[src/rtl/core/assert_macros.svh]
// Assertion macros shared by the encoder angle unwrap RTL.
// Clocked on clk, disabled while rst_n is low.
`ifndef ASSERT_MACROS_SVH
`define ASSERT_MACROS_SVH

`define ASSERT_CLK(lbl, prop) \
    lbl: assert property (@(posedge clk) disable iff (!rst_n) prop) \
        else $error("assertion failed");

`define ASSERT_NEXT(lbl, ante, cons) \
    lbl: assert property (@(posedge clk) disable iff (!rst_n) (ante) |=> (cons)) \
        else $error("assertion failed");

`endif

[src/rtl/core/eau_pkg.sv]
// Constants, types and helpers for the encoder angle unwrap block.
// No dependencies.
`timescale 1ns / 1ps
`default_nettype none

package eau_pkg;

    localparam int TURN_BITS = 16;
    localparam int RAW_BITS  = 14;
    localparam int ANGLE_W   = 16;
    localparam int TURN_W    = 16;
    localparam int ABS_W     = 32;
    localparam int IN_W      = 16;
    localparam int OUT_W     = ANGLE_W + TURN_W + ABS_W;

    localparam logic [ANGLE_W-1:0] FULL_TURN   = 16'd36000;
    localparam logic [ANGLE_W-1:0] HALF_TURN   = 16'd18000;
    localparam logic [ABS_W-1:0]   TURN_OFFSET = 32'd36000;

    localparam logic [TURN_BITS-1:0] TURN_MAX = {1'b0, {(TURN_BITS-1){1'b1}}};
    localparam logic [TURN_BITS-1:0] TURN_MIN = {1'b1, {(TURN_BITS-1){1'b0}}};

    typedef logic [ANGLE_W-1:0]          angle_t;
    typedef logic signed [TURN_BITS-1:0] turns_t;

    // raw * 36000 / 16384, truncated
    function automatic angle_t scale_raw(input logic [RAW_BITS-1:0] raw);
        logic [RAW_BITS+ANGLE_W-1:0] prod;
        prod = {{RAW_BITS{1'b0}}, raw} * {{RAW_BITS{1'b0}}, FULL_TURN};
        return prod[RAW_BITS +: ANGLE_W];
    endfunction

    // clamp the counter to the signed range of the turn_count field
    function automatic logic [TURN_W-1:0] turn_field(input turns_t t);
        logic signed [31:0] w;
        w = 32'(t);
        if (w > 32'sd32767)
            w = 32'sd32767;
        else if (w < -32'sd32768)
            w = -32'sd32768;
        return w[TURN_W-1:0];
    endfunction

endpackage

`default_nettype wire

[src/rtl/core/encoder_angle_unwrap.sv]
// Encoder angle unwrap: 14-bit raw angle to hundredths of a degree plus turn count.
// Stages: input register, unwrap logic, output register.
// Throughput: one word per clock unless m_tready stalls the output.
// Reset (rst_n low, asynchronous): pipeline empty, previous angle, turns and invert cleared.
// Depends on eau_pkg and assert_macros.svh.
`timescale 1ns / 1ps
`default_nettype none
`include "assert_macros.svh"

module encoder_angle_unwrap
(
    input  wire logic                       clk,
    input  wire logic                       rst_n,
    input  wire logic                       cfg_wr_en,
    input  wire logic                       cfg_wr_data,    // invert_direction
    input  wire logic                       s_tvalid,
    output logic                            s_tready,
    input  wire logic [eau_pkg::IN_W-1:0]   s_tdata,        // [15:0] response_word
    output logic                            m_tvalid,
    input  wire logic                       m_tready,
    output logic [eau_pkg::OUT_W-1:0]       m_tdata         // [15:0] wrapped_angle,
                                                            // [31:16] turn_count,
                                                            // [63:32] absolute_angle
);

    import eau_pkg::*;

    logic                 invert_reg;
    logic                 s1_valid_reg;
    angle_t               s1_angle_reg;
    logic                 out_valid_reg;
    logic [OUT_W-1:0]     out_data_reg;
    angle_t               prev_angle_reg;
    turns_t               turns_reg;
    logic [ABS_W-1:0]     offset_reg;

    angle_t               in_angle;
    angle_t               in_scaled;
    logic                 out_free;
    logic                 s1_adv;
    logic                 in_acc;
    logic signed [ANGLE_W:0] delta;
    turns_t               turns_next;
    logic [ABS_W-1:0]     offset_next;
    logic [ABS_W-1:0]     abs_angle;

    assign out_free = !out_valid_reg || m_tready;
    assign s1_adv   = s1_valid_reg && out_free;
    assign s_tready = !s1_valid_reg || out_free;
    assign in_acc   = s_tvalid && s_tready;
    assign m_tvalid = out_valid_reg;
    assign m_tdata  = out_data_reg;

    always_comb
    begin
        in_scaled = scale_raw(s_tdata[RAW_BITS-1:0]);
        if (invert_reg && (in_scaled != '0))
            in_angle = FULL_TURN - in_scaled;
        else
            in_angle = in_scaled;
    end

    always_comb
    begin
        delta       = $signed({1'b0, s1_angle_reg}) - $signed({1'b0, prev_angle_reg});
        turns_next  = turns_reg;
        offset_next = offset_reg;
        if ((delta > $signed({1'b0, HALF_TURN})) && (turns_reg != TURN_MIN))
        begin
            turns_next  = turns_reg - turns_t'(1);
            offset_next = offset_reg - TURN_OFFSET;
        end
        else if ((delta < -$signed({1'b0, HALF_TURN})) && (turns_reg != TURN_MAX))
        begin
            turns_next  = turns_reg + turns_t'(1);
            offset_next = offset_reg + TURN_OFFSET;
        end
        abs_angle = offset_next + ABS_W'(s1_angle_reg);
    end

    always_ff @(posedge clk or negedge rst_n)
    begin
        if (!rst_n)
        begin
            invert_reg     <= 1'b0;
            s1_valid_reg   <= 1'b0;
            out_valid_reg  <= 1'b0;
            prev_angle_reg <= '0;
            turns_reg      <= '0;
            offset_reg     <= '0;
        end
        else
        begin
            if (cfg_wr_en)
                invert_reg <= cfg_wr_data;
            if (s_tready)
                s1_valid_reg <= s_tvalid;
            if (out_free)
                out_valid_reg <= s1_valid_reg;
            if (s1_adv)
            begin
                prev_angle_reg <= s1_angle_reg;
                turns_reg      <= turns_next;
                offset_reg     <= offset_next;
            end
        end
    end

    always_ff @(posedge clk)
    begin
        if (in_acc)
            s1_angle_reg <= in_angle;
        if (s1_adv)
            out_data_reg <= {abs_angle, turn_field(turns_next), s1_angle_reg};
    end

    `ASSERT_CLK(a_angle_range, !m_tvalid || (m_tdata[ANGLE_W-1:0] < FULL_TURN))
    `ASSERT_NEXT(a_turns_hold, !s1_adv, $stable(turns_reg) && $stable(offset_reg))
    `ASSERT_NEXT(a_result_follows, s1_adv, m_tvalid)

endmodule

`default_nettype wire

[config.mk]
export PLATFORM = sky130hd
export DESIGN_NAME = encoder_angle_unwrap
export DESIGN_NICKNAME = d
export VERILOG_FILES = /design/src/rtl/core/eau_pkg.sv /design/src/rtl/core/encoder_angle_unwrap.sv
export VERILOG_INCLUDE_DIRS = /design/src /design/src/rtl/core
export SDC_FILE = /design/constraint.sdc
export NUM_CORES = 1
export LEC_CHECK = 0
export BUFFER_PORTS_ARGS = -buffer_cell sky130_fd_sc_hd__buf_2
export CAP_MARGIN = 20
export CORE_MARGIN = 5
export CORE_UTILIZATION = 48
export CTS_CLUSTER_DIAMETER = 30
export DETAILED_ROUTE_END_ITERATION = 10
export PLACE_DENSITY_LB_ADDON = 0.12
export SETUP_SLACK_MARGIN = 0.3
export SKIP_LAST_GASP = 1
export SLEW_MARGIN = 20
export SYNTH_ARGS = -nofsm -noshare
export SYNTH_HDL_FRONTEND = slang
export SYNTH_SLANG_ARGS = --single-unit
[constraint.sdc]
create_clock -name clk -period 5.1 [get_ports clk]
set_input_delay 1.02 -clock clk [delete_from_list [all_inputs] [get_ports clk]]
set_output_delay 1.02 -clock clk [all_outputs]
set_load 0.01 [all_outputs]
==> impl_metrics.py, run 1 <==
metrics = {
    "status": {
        "status": "complete, but fails checks",
        "violations": "setup timing",
    },
    "die": {
        "core-area_um2": 22500,
        "die_x_um": 160,
        "die_area_um2": 25800,
        "rows": 55,
        "die_y_um": 160,
        "initial_core_util": 0.483,
        "num_io_pins": 88,
    },
    "logic_synthesis": {
        "async_flop_share": 0.453,
        "yosysUniqueCellTypes": 91,
        "synth_xor_area_frac": 0.0989,
        "synth.area.top_cells": "edfxtp_1 21%, dfrtp_1 14%, ha_1 13%, fa_1 5.2%, xnor2_1 4.8%",
        "synth_edf_count": 75,
        "synth_top_family_by_area": "adder cells",
        "avgSynthCellArea_um2": 9.70,
        "synth_compound_area_frac": 0.142,
        "syn-num-nets": 1288,
        "synth-seq-cells": 137,
        "synth.largest_area_cell": "edfxtp_1",
        "yosysTopAreaCellShare": 0.207,
        "synth.area.mux_share": 0.00668,
        "yosysWarningCount": 0,
        "synthAdderAreaFrac": 0.186,
        "synthSimpleGateAreaFrac": 0.161,
        "ys_seq_area_frac": 0.350,
        "synthesis.area_um2": 10900,
        "ys.flop_type": "edfxtp_1",
        "syn_inst": 1121,
    },
    "final_layout": {
        "syn_to_final_growth_pct": 36.7,
        "final_cells": 1742,
        "drive_above_1_share": 0.356,
        "diodes": 0,
        "largest_reg_flops": 59,
        "final_common_cell": "buf_4",
        "final_cell_mix": "236 x buf_4, 105 x nand2_1, 103 x inv_1, 103 x ha_1, 82 x buf_2",
        "fillers": 1776,
        "finalNetCount": 1611,
    },
    "job": {
        "drv_cap": 0,
    },
    "worst_setup_path": {
        "critical_path_arrival_ps": 6200,
        "cp-start-kind": "input port",
        "worst-path-buf-inv": 7,
        "cp_cell_sequence": "buf_8 -> ha_4 -> ha_4 -> inv_2 -> fa_1 -> inv_2 -> fa_1 -> inv_1 -> fa_1 -> inv_2 -> ha_4 -> a21o_1 -> a21o_1 -> a21o_1 -> a221oi_4 -> o31ai_2 -> buf_4 -> xor2_1 -> or2_4 -> or4_4 -> o41a_1 -> buf_6 -> o21ai_4 -> xnor2_1",
        "endpoint_kind": "flip-flop",
        "critPathTopFamily": "adder cells",
        "critPathMaxStageDelay_ps": 530,
        "required_ps": 5280,
        "crit_type": "input port to flip-flop",
        "cp_max_fo": 8,
        "cp_slowest_cell": "o41a_1",
    },
    "drt": {
        "drc": 0,
        "drt_wl_total_um": 25800,
        "vias": 9081,
        "viasPerCell": 5.21,
        "drt_iter0_drc": 378,
        "first_pass_iters": 5,
        "drt-wirelength-per-cell_um": 14.8,
        "ant_nets": 0,
    },
    "clock_tree": {
        "cts_buffers": 17,
        "cts_tree": "done",
        "clock_latency_ps": 430,
        "root_buffer": "clkbuf_16",
        "clkTransAtPathRegs_ps": 60,
        "cts_sinks": 137,
        "cts_max_path_buffers": 2,
        "h-tree-depth": 4,
    },
    "sta": {
        "hold_viol": 0,
        "fin_ws_ps": -916,
        "rsz0062_at_grt": "yes",
        "setup_viol": 32,
        "post-route-period-util": 1.18,
        "clock_skew_ps": 9.75,
        "slew-limit-headroom": 0.483,
        "fmax_mhz": 166,
        "maxSlewViolCount": 0,
        "period_needed_ps": 6020,
        "worstMarginPinSlew_ps": 775,
    },
    "place": {
        "dp_cells": 1673,
        "dp_hpwl_um": 20100,
        "routabilityCongestion": 0.833,
        "io_buffers": 85,
        "dpl_worst_slack_ps": -1540,
    },
    "global_route": {
        "grt_overflow": 0,
        "grt_pass1_vias": 9204,
        "grtUsageTotal": 0.204,
        "grt_max_degree": 96,
        "antenna_found_initial": 0,
        "grt_pass1_wl_um": 43300,
    },
    "worst_hold_path": {
        "hold_path_class": "flip-flop to flip-flop",
    },
}
==> layout make-up <==
class,instances,area (um^2),area share
multi-input cells,832,7180,0.483
flip-flops and latches,137,3800,0.256
repair buffers,344,2490,0.167
clock buffers,17,425,0.0286
well taps,285,357,0.0240
clock inverters,15,175,0.0118
inverters,112,428,0.0288
==> final timing paths <==
| check | startpoint | endpoint | slack [ps] | cells past startpoint |
|---|---|---|---|---|
| setup / recovery | s_tdata[5] | s1_angle_reg[11] | -920 | 24 |
| hold reg to reg | offset_reg[31] | offset_reg[31] | 490 | 1 |
| hold / removal | offset_reg[31] | offset_reg[31] | 490 | 1 |
| setup reg to reg | s1_angle_reg[0] | m_tdata[60] | -590 | 32 |
| min in group asynchronous | rst_n | offset_reg[31] | 630 | 1 |
| max in group asynchronous | rst_n | prev_angle_reg[7] | 3480 | 2 |
==> per-stage QoR <==
| step | cell area, um^2 | setup TNS, ps | utilization | hold WS [ps] |
|---|---|---|---|---|
| 2_1_floorplan | 11200 | -14150 | - | 426 |
| 3_3_place_gp | 13500 | -27110 | 0.599 | 470 |
| 3_5_place_dp | 13500 | -29650 | 0.599 | 478 |
| 4_1_cts | 14500 | -19240 | 0.645 | 489 |
| 5_1_grt | 14900 | -27880 | 0.660 | 517 |
| 6_report | 14900 | -19840 | 0.660 | 485 |
==> layer usage <==
metal / GRT usage / vias up / routed length (um) / share of wire
met5: 0 / - / 0 / 0
met4: 0.0637 / 0 / 522 / 0.020
met3: 0.0272 / 38 / 646 / 0.025
met2: 0.393 / 115 / 14000 / 0.54
met1: 0.231 / 4350 / 10600 / 0.41
li1: - / 4578 / - / -
==> cells by family (layout without fill, tap and decap cells) <==
logic type               Yosys count  after routing
AO/OA/AOI/OAI                    214            214
adder cells (fa/ha/maj)          145            145
flip-flops                       137            137
XOR/XNOR                         121            121
buffers and inverters            152            488
multiplexers                       7              7
AND/OR/NAND/NOR                  345            345
==> synthesized netlist by cell type (all sizes together) (8+ instances only) <==
cell type,n
nor3,23
a21o,15
xnor2,60
a21oi,31
or2,17
a31oi,11
nand2b,9
nand4,8
and2,14
clkbuf,26
o32ai,9
nor2,73
nand2,115
and3,13
nor2b,8
inv,111
nand3,21
buf,14
fa,28
or3,12
dfrtp,62
o21ai,57
edfxtp,75
o21a,14
ha,117
a211oi,11
xor2,61
==> timing repair <==
action	4_1_cts	5_1_grt
buffers inserted	25	12
hold buffers	0	0
resized for setup	59	49
pin swaps	50	37
endpoints found under the setup margin	34	36
Power of run 1 is left out: the tool's default activity adds up to more than one toggle a clock period on the data nets, which glitch-free logic cannot reach.
==> inputs of run 2 (changes only) <==
--- a/config.mk
+++ b/config.mk
@@ -13,6 +13,7 @@
 export CTS_CLUSTER_DIAMETER = 30
 export DETAILED_ROUTE_END_ITERATION = 10
 export PLACE_DENSITY_LB_ADDON = 0.12
+export RECOVER_POWER = 50
 export SETUP_SLACK_MARGIN = 0.3
 export SKIP_LAST_GASP = 1
 export SLEW_MARGIN = 20
==> impl_metrics.py, run 2 (synthesis results as in run 1) <==
metrics = {
    "worst_setup_path": {
        "critPathMaxStageDelay_ps": 530,
        "endpoint_kind": "flip-flop",
        "reg2regPathDepth": 27,
        "r2r_start": "s1_angle_reg[0]",
        "reg2reg_to": "m_tdata[61]",
        "worst-path-buf-inv": 7,
        "cp_cell_sequence": "buf_8 -> ha_4 -> ha_4 -> inv_2 -> fa_1 -> inv_2 -> fa_1 -> inv_1 -> fa_1 -> inv_2 -> ha_4 -> a21o_1 -> a21o_1 -> a21o_1 -> a221oi_4 -> o31ai_2 -> buf_4 -> xor2_1 -> or2_4 -> or4_4 -> o41a_1 -> buf_6 -> o21ai_4 -> xnor2_1",
        "critPathTopFamily": "adder cells",
        "r2r_slack_ps": -600,
        "crit_type": "input port to flip-flop",
        "cp_slowest_cell": "o41a_1",
        "cp-start-kind": "input port",
        "cp_max_fo": 8,
        "critical_path_arrival_ps": 6200,
        "required_ps": 5280,
    },
    "status": {
        "status": "complete, but fails checks",
        "violations": "capacitance limit, slew limit, setup timing",
    },
    "sta": {
        "slew-limit-headroom": -1.16,
        "hold_viol": 0,
        "clock_skew_ps": 9.62,
        "fmax_mhz": 166,
        "fin_ws_ps": -915,
        "setup_viol": 32,
        "rsz0062_at_grt": "yes",
        "post-route-period-util": 1.18,
        "maxSlewViolCount": 196,
        "worstMarginPinSlew_ps": 3240,
        "period_needed_ps": 6010,
    },
    "clock_tree": {
        "cts_buffers": 17,
        "clkTransAtPathRegs_ps": 60,
        "cts_tree": "done",
        "cts_sinks": 137,
        "cts_max_path_buffers": 2,
        "h-tree-depth": 4,
        "clock_latency_ps": 430,
        "root_buffer": "clkbuf_16",
    },
    "drt": {
        "drc": 0,
        "first_pass_iters": 4,
        "drt_wl_total_um": 25900,
        "drt_iter0_drc": 366,
        "drt-wirelength-per-cell_um": 14.9,
        "ant_nets": 0,
        "vias": 9057,
        "viasPerCell": 5.20,
    },
    "place": {
        "io_buffers": 85,
        "dp_hpwl_um": 20100,
        "routabilityCongestion": 0.833,
        "dpl_worst_slack_ps": -1540,
        "dp_cells": 1673,
    },
    "final_layout": {
        "final_cells": 1742,
        "finalNetCount": 1611,
        "seq_area_um2": 3800,
        "syn_to_final_growth_pct": 35.6,
        "final_util": 0.655,
        "largest_reg_flops": 59,
        "final_cell_mix": "218 x buf_4, 105 x nand2_1, 104 x inv_1",
        "fillers": 1826,
        "multiInputGateArea_um2": 7180,
        "drive_above_1_share": 0.310,
        "diodes": 0,
        "final_common_cell": "buf_4",
    },
    "worst_hold_path": {
        "whs_endpoint": "offset_reg[31]",
        "hold_path_class": "flip-flop to flip-flop",
        "hp-start": "offset_reg[31]",
        "whs_path_depth": 1,
    },
    "die": {
        "num_io_pins": 88,
        "rows": 55,
        "die_y_um": 160,
        "core-area_um2": 22500,
        "initial_core_util": 0.483,
        "die_area_um2": 25800,
        "die_x_um": 160,
    },
    "global_route": {
        "grt_pass1_vias": 9204,
        "grt_pass1_wl_um": 43300,
        "grtUsageTotal": 0.204,
        "antenna_found_initial": 0,
        "grt_overflow": 0,
        "grt_max_degree": 96,
    },
    "job": {
        "drv_cap": 4,
    },
}
run 2: cell types whose count changed in the layout (fill, tap and decap cells not counted), sizes merged:
cell    change
buf        -70
clkbuf     +70
run 2: worst max-delay path by stage:
stage	startpoint	endpoint	slack, ps	cells after the start
final	s_tdata[5]	s1_angle_reg[11]	-910	24
after global routing	s_tdata[1]	s1_angle_reg[1]	-1110	24
after CTS	s_tdata[5]	s1_angle_reg[11]	-930	26
after detailed placement	s_tdata[5]	s1_angle_reg[11]	-1540	25
after global placement	s_tdata[5]	s1_angle_reg[11]	-1420	25
after floorplan	s_tdata[5]	s1_angle_reg[11]	-1050	24
run 2: layout make-up:
type / count / share of cell area
clock inverters: 15 / 0.0119
well taps: 285 / 0.0242
inverters: 112 / 0.0287
clock buffers: 17 / 0.0289
flip-flops and latches: 137 / 0.258
repair buffers: 344 / 0.161
multi-input cells: 832 / 0.487
run 2: metrics by stage:
step                      hold WS, ps  area (um^2)  setup TNS [ps]
after floorplan                   426        11200          -14150
after global placement            470        13500          -27110
after detailed placement          478        13500          -29650
after CTS                         489        14500          -19240
after global routing              517        14700          -27830
final                             485        14700          -19770
run 2: what timing repair did:
item | CTS | global route
pin swaps | 50 | 37
buffers inserted | 25 | 12
setup endpoints to repair | 34 | 36
cloned | 0 | 0
resized for setup | 59 | 49
hold buffers | 0 | 0
run 2: per-layer routing:
metal / vias to the layer above / wire, um / track usage
met5: - / 0 / 0
met4: 0 / 561 / 0.0637
met3: 40 / 676 / 0.0272
met2: 127 / 14000 / 0.393
met1: 4306 / 10700 / 0.231
li1: 4584 / - / -
run 2: worst register-to-register path, stage by stage, from the launching register on:
cell and delay (ps):
edfxtp_1 400, inv_2 70, ha_4 160, fa_2 330, nand2b_4 170, a21oi_4 190
o211ai_1 170, and3_1 200, or2_4 240, o311ai_4 370, a31oi_4 170, buf_6 170
or2_4 240, a31oi_4 220, fa_2 240, a21o_1 140, a21oi_2 70, o21bai_2 170
a21oi_2 90, o21a_1 210, o21ai_2 150, or2_4 180, nand2b_1 90, mux2i_2 250
nand4b_1 210, nor4_4 250, nand3b_1 130, xor2_1 160
Power of run 2 is left out for the same reason.
==> inputs of run 3 (changes only) <==
--- a/config.mk
+++ b/config.mk
@@ -9,7 +9,7 @@
 export BUFFER_PORTS_ARGS = -buffer_cell sky130_fd_sc_hd__buf_2
 export CAP_MARGIN = 20
 export CORE_MARGIN = 5
-export CORE_UTILIZATION = 48
+export CORE_UTILIZATION = 56
 export CTS_CLUSTER_DIAMETER = 30
 export DETAILED_ROUTE_END_ITERATION = 10
 export PLACE_DENSITY_LB_ADDON = 0.12
==> impl_metrics.py, run 3 (synthesis results as in run 1) <==
metrics = {
    "status": {
        "status": "complete, but fails checks",
        "violations": "capacitance limit, slew limit, setup timing",
    },
    "worst_setup_path": {
        "startpoint": "s_tdata[5]",
        "cp-start-kind": "input port",
        "critical_path_arrival_ps": 6130,
        "endpoint_kind": "flip-flop",
        "cp_max_fo": 5,
        "crit_type": "input port to flip-flop",
        "required_ps": 5280,
        "r2r_start": "s1_angle_reg[0]",
    },
    "clock_tree": {
        "hold_buffers": 0,
        "cts_buffers": 17,
        "clock_latency_ps": 440,
        "cts_tree": "done",
        "cts_max_path_buffers": 2,
        "cts_sinks": 137,
        "clkTransAtPathRegs_ps": 60,
        "root_buffer": "clkbuf_16",
        "h-tree-depth": 4,
    },
    "drt": {
        "drt_wl_total_um": 26700,
        "ant_nets": 0,
        "vias": 9273,
        "first_pass_iters": 5,
        "drt-wirelength-per-cell_um": 15.6,
        "drc": 0,
        "drt_iter0_drc": 445,
        "viasPerCell": 5.40,
    },
    "sta": {
        "worstMarginPinSlew_ps": 2600,
        "rsz0062_at_grt": "yes",
        "fin_ws_ps": -852,
        "clock_skew_ps": 14.3,
        "finalSetupTns_ps": -17080,
        "post-route-period-util": 1.17,
        "period_needed_ps": 5950,
        "maxSlewViolCount": 78,
        "fmax_mhz": 168,
        "setup_viol": 31,
        "slew-limit-headroom": -0.734,
        "hold_viol": 0,
    },
    "die": {
        "die_y_um": 149,
        "num_io_pins": 88,
        "rows": 51,
        "core-area_um2": 19300,
        "initial_core_util": 0.564,
        "die_x_um": 149,
        "die_area_um2": 22300,
    },
    "worst_hold_path": {
        "hold_path_class": "flip-flop to flip-flop",
        "hp-start": "s1_valid_reg",
    },
    "global_route": {
        "grt_max_degree": 99,
        "grt_overflow": 0,
        "grtUsageTotal": 0.244,
        "grt_pass1_vias": 9428,
        "grt_pass1_wl_um": 43800,
        "antenna_found_initial": 0,
    },
    "final_layout": {
        "finalNetCount": 1605,
        "drive_above_1_share": 0.300,
        "final_cell_mix": "213 x buf_4, 106 x inv_1, 104 x nand2_1",
        "syn_to_final_growth_pct": 34.2,
        "diodes": 0,
        "largest_reg_flops": 59,
        "final_common_cell": "buf_4",
    },
    "place": {
        "io_buffers": 85,
        "routabilityCongestion": 0.911,
        "dp_hpwl_um": 19900,
    },
    "job": {
        "drv_cap": 2,
    },
}
[run 3: cell types whose count changed in the layout (fill, tap and decap cells not counted), moves of 3 or more]
cell,delta
buf_2,-4
buf_4,-5
clkbuf_1,+6
inv_2,-3
nand3_1,+3
o21ai_1,+4
xor2_1,-3
xor2_2,+3
[run 3: final timing paths]
kind | cells after the start | endpoint | slack, ps
hold reg to reg | 1 | m_tvalid | 490
min in group asynchronous | 1 | turns_reg[11] | 840
setup reg to reg | 29 | m_tdata[59] | -460
max in group asynchronous | 2 | prev_angle_reg[13] | 1210
setup / recovery | 26 | s1_angle_reg[11] | -850
hold / removal | 1 | m_tvalid | 490
[run 3: metal layers]
| layer | GRT usage | wire (um) |
|---|---|---|
| met2 | 0.470 | 14900 |
| met4 | 0.0938 | 651 |
| met3 | 0.0352 | 986 |
| met1 | 0.268 | 10200 |
| met5 | 0 | 0 |
[run 3: area by class of cell]
cell class / count / area, um^2
inverters: 112 / 425
clock inverters: 13 / 118
clock buffers: 19 / 443
well taps: 265 / 332
flip-flops and latches: 137 / 3800
multi-input cells: 832 / 7140
repair buffers: 338 / 2330
fillers: 1372 / 4680
[run 3: what timing repair did]
action	4_1_cts	5_1_grt
setup endpoints to repair	34	35
gates resized for setup	57	41
buffers inserted	17	17
pin swaps	59	32
[run 3: through the flow]
step / std cells / worst slack, ps / util / hold slack, ps / instance area (um^2)
3_3_place_gp: 1650 / -1310 / 0.697 / 467 / 13400
6_report: 1716 / -852 / 0.757 / 489 / 14600
2_1_floorplan: 1121 / -1050 / - / 426 / 11200
4_1_cts: 1699 / -840 / 0.748 / 488 / 14400
3_5_place_dp: 1650 / -1420 / 0.697 / 473 / 13400
5_1_grt: 1716 / -1070 / 0.757 / 501 / 14600
[run 3: worst max-delay path, stage by stage]
cell	delay, ps
buf_12	110
ha_4	230
ha_4	250
inv_2	30
fa_1	470
inv_1	50
fa_1	480
inv_1	50
fa_1	500
inv_2	50
ha_4	210
a21o_1	180
a21o_1	160
a21o_1	170
a221oi_4	310
o31ai_2	110
a21oi_2	150
buf_4	130
a21oi_2	50
and2_4	130
or2_4	230
a211o_1	280
o41a_1	480
buf_6	170
o21ai_2	50
xnor2_1	80
Power of run 3 is left out for the same reason.
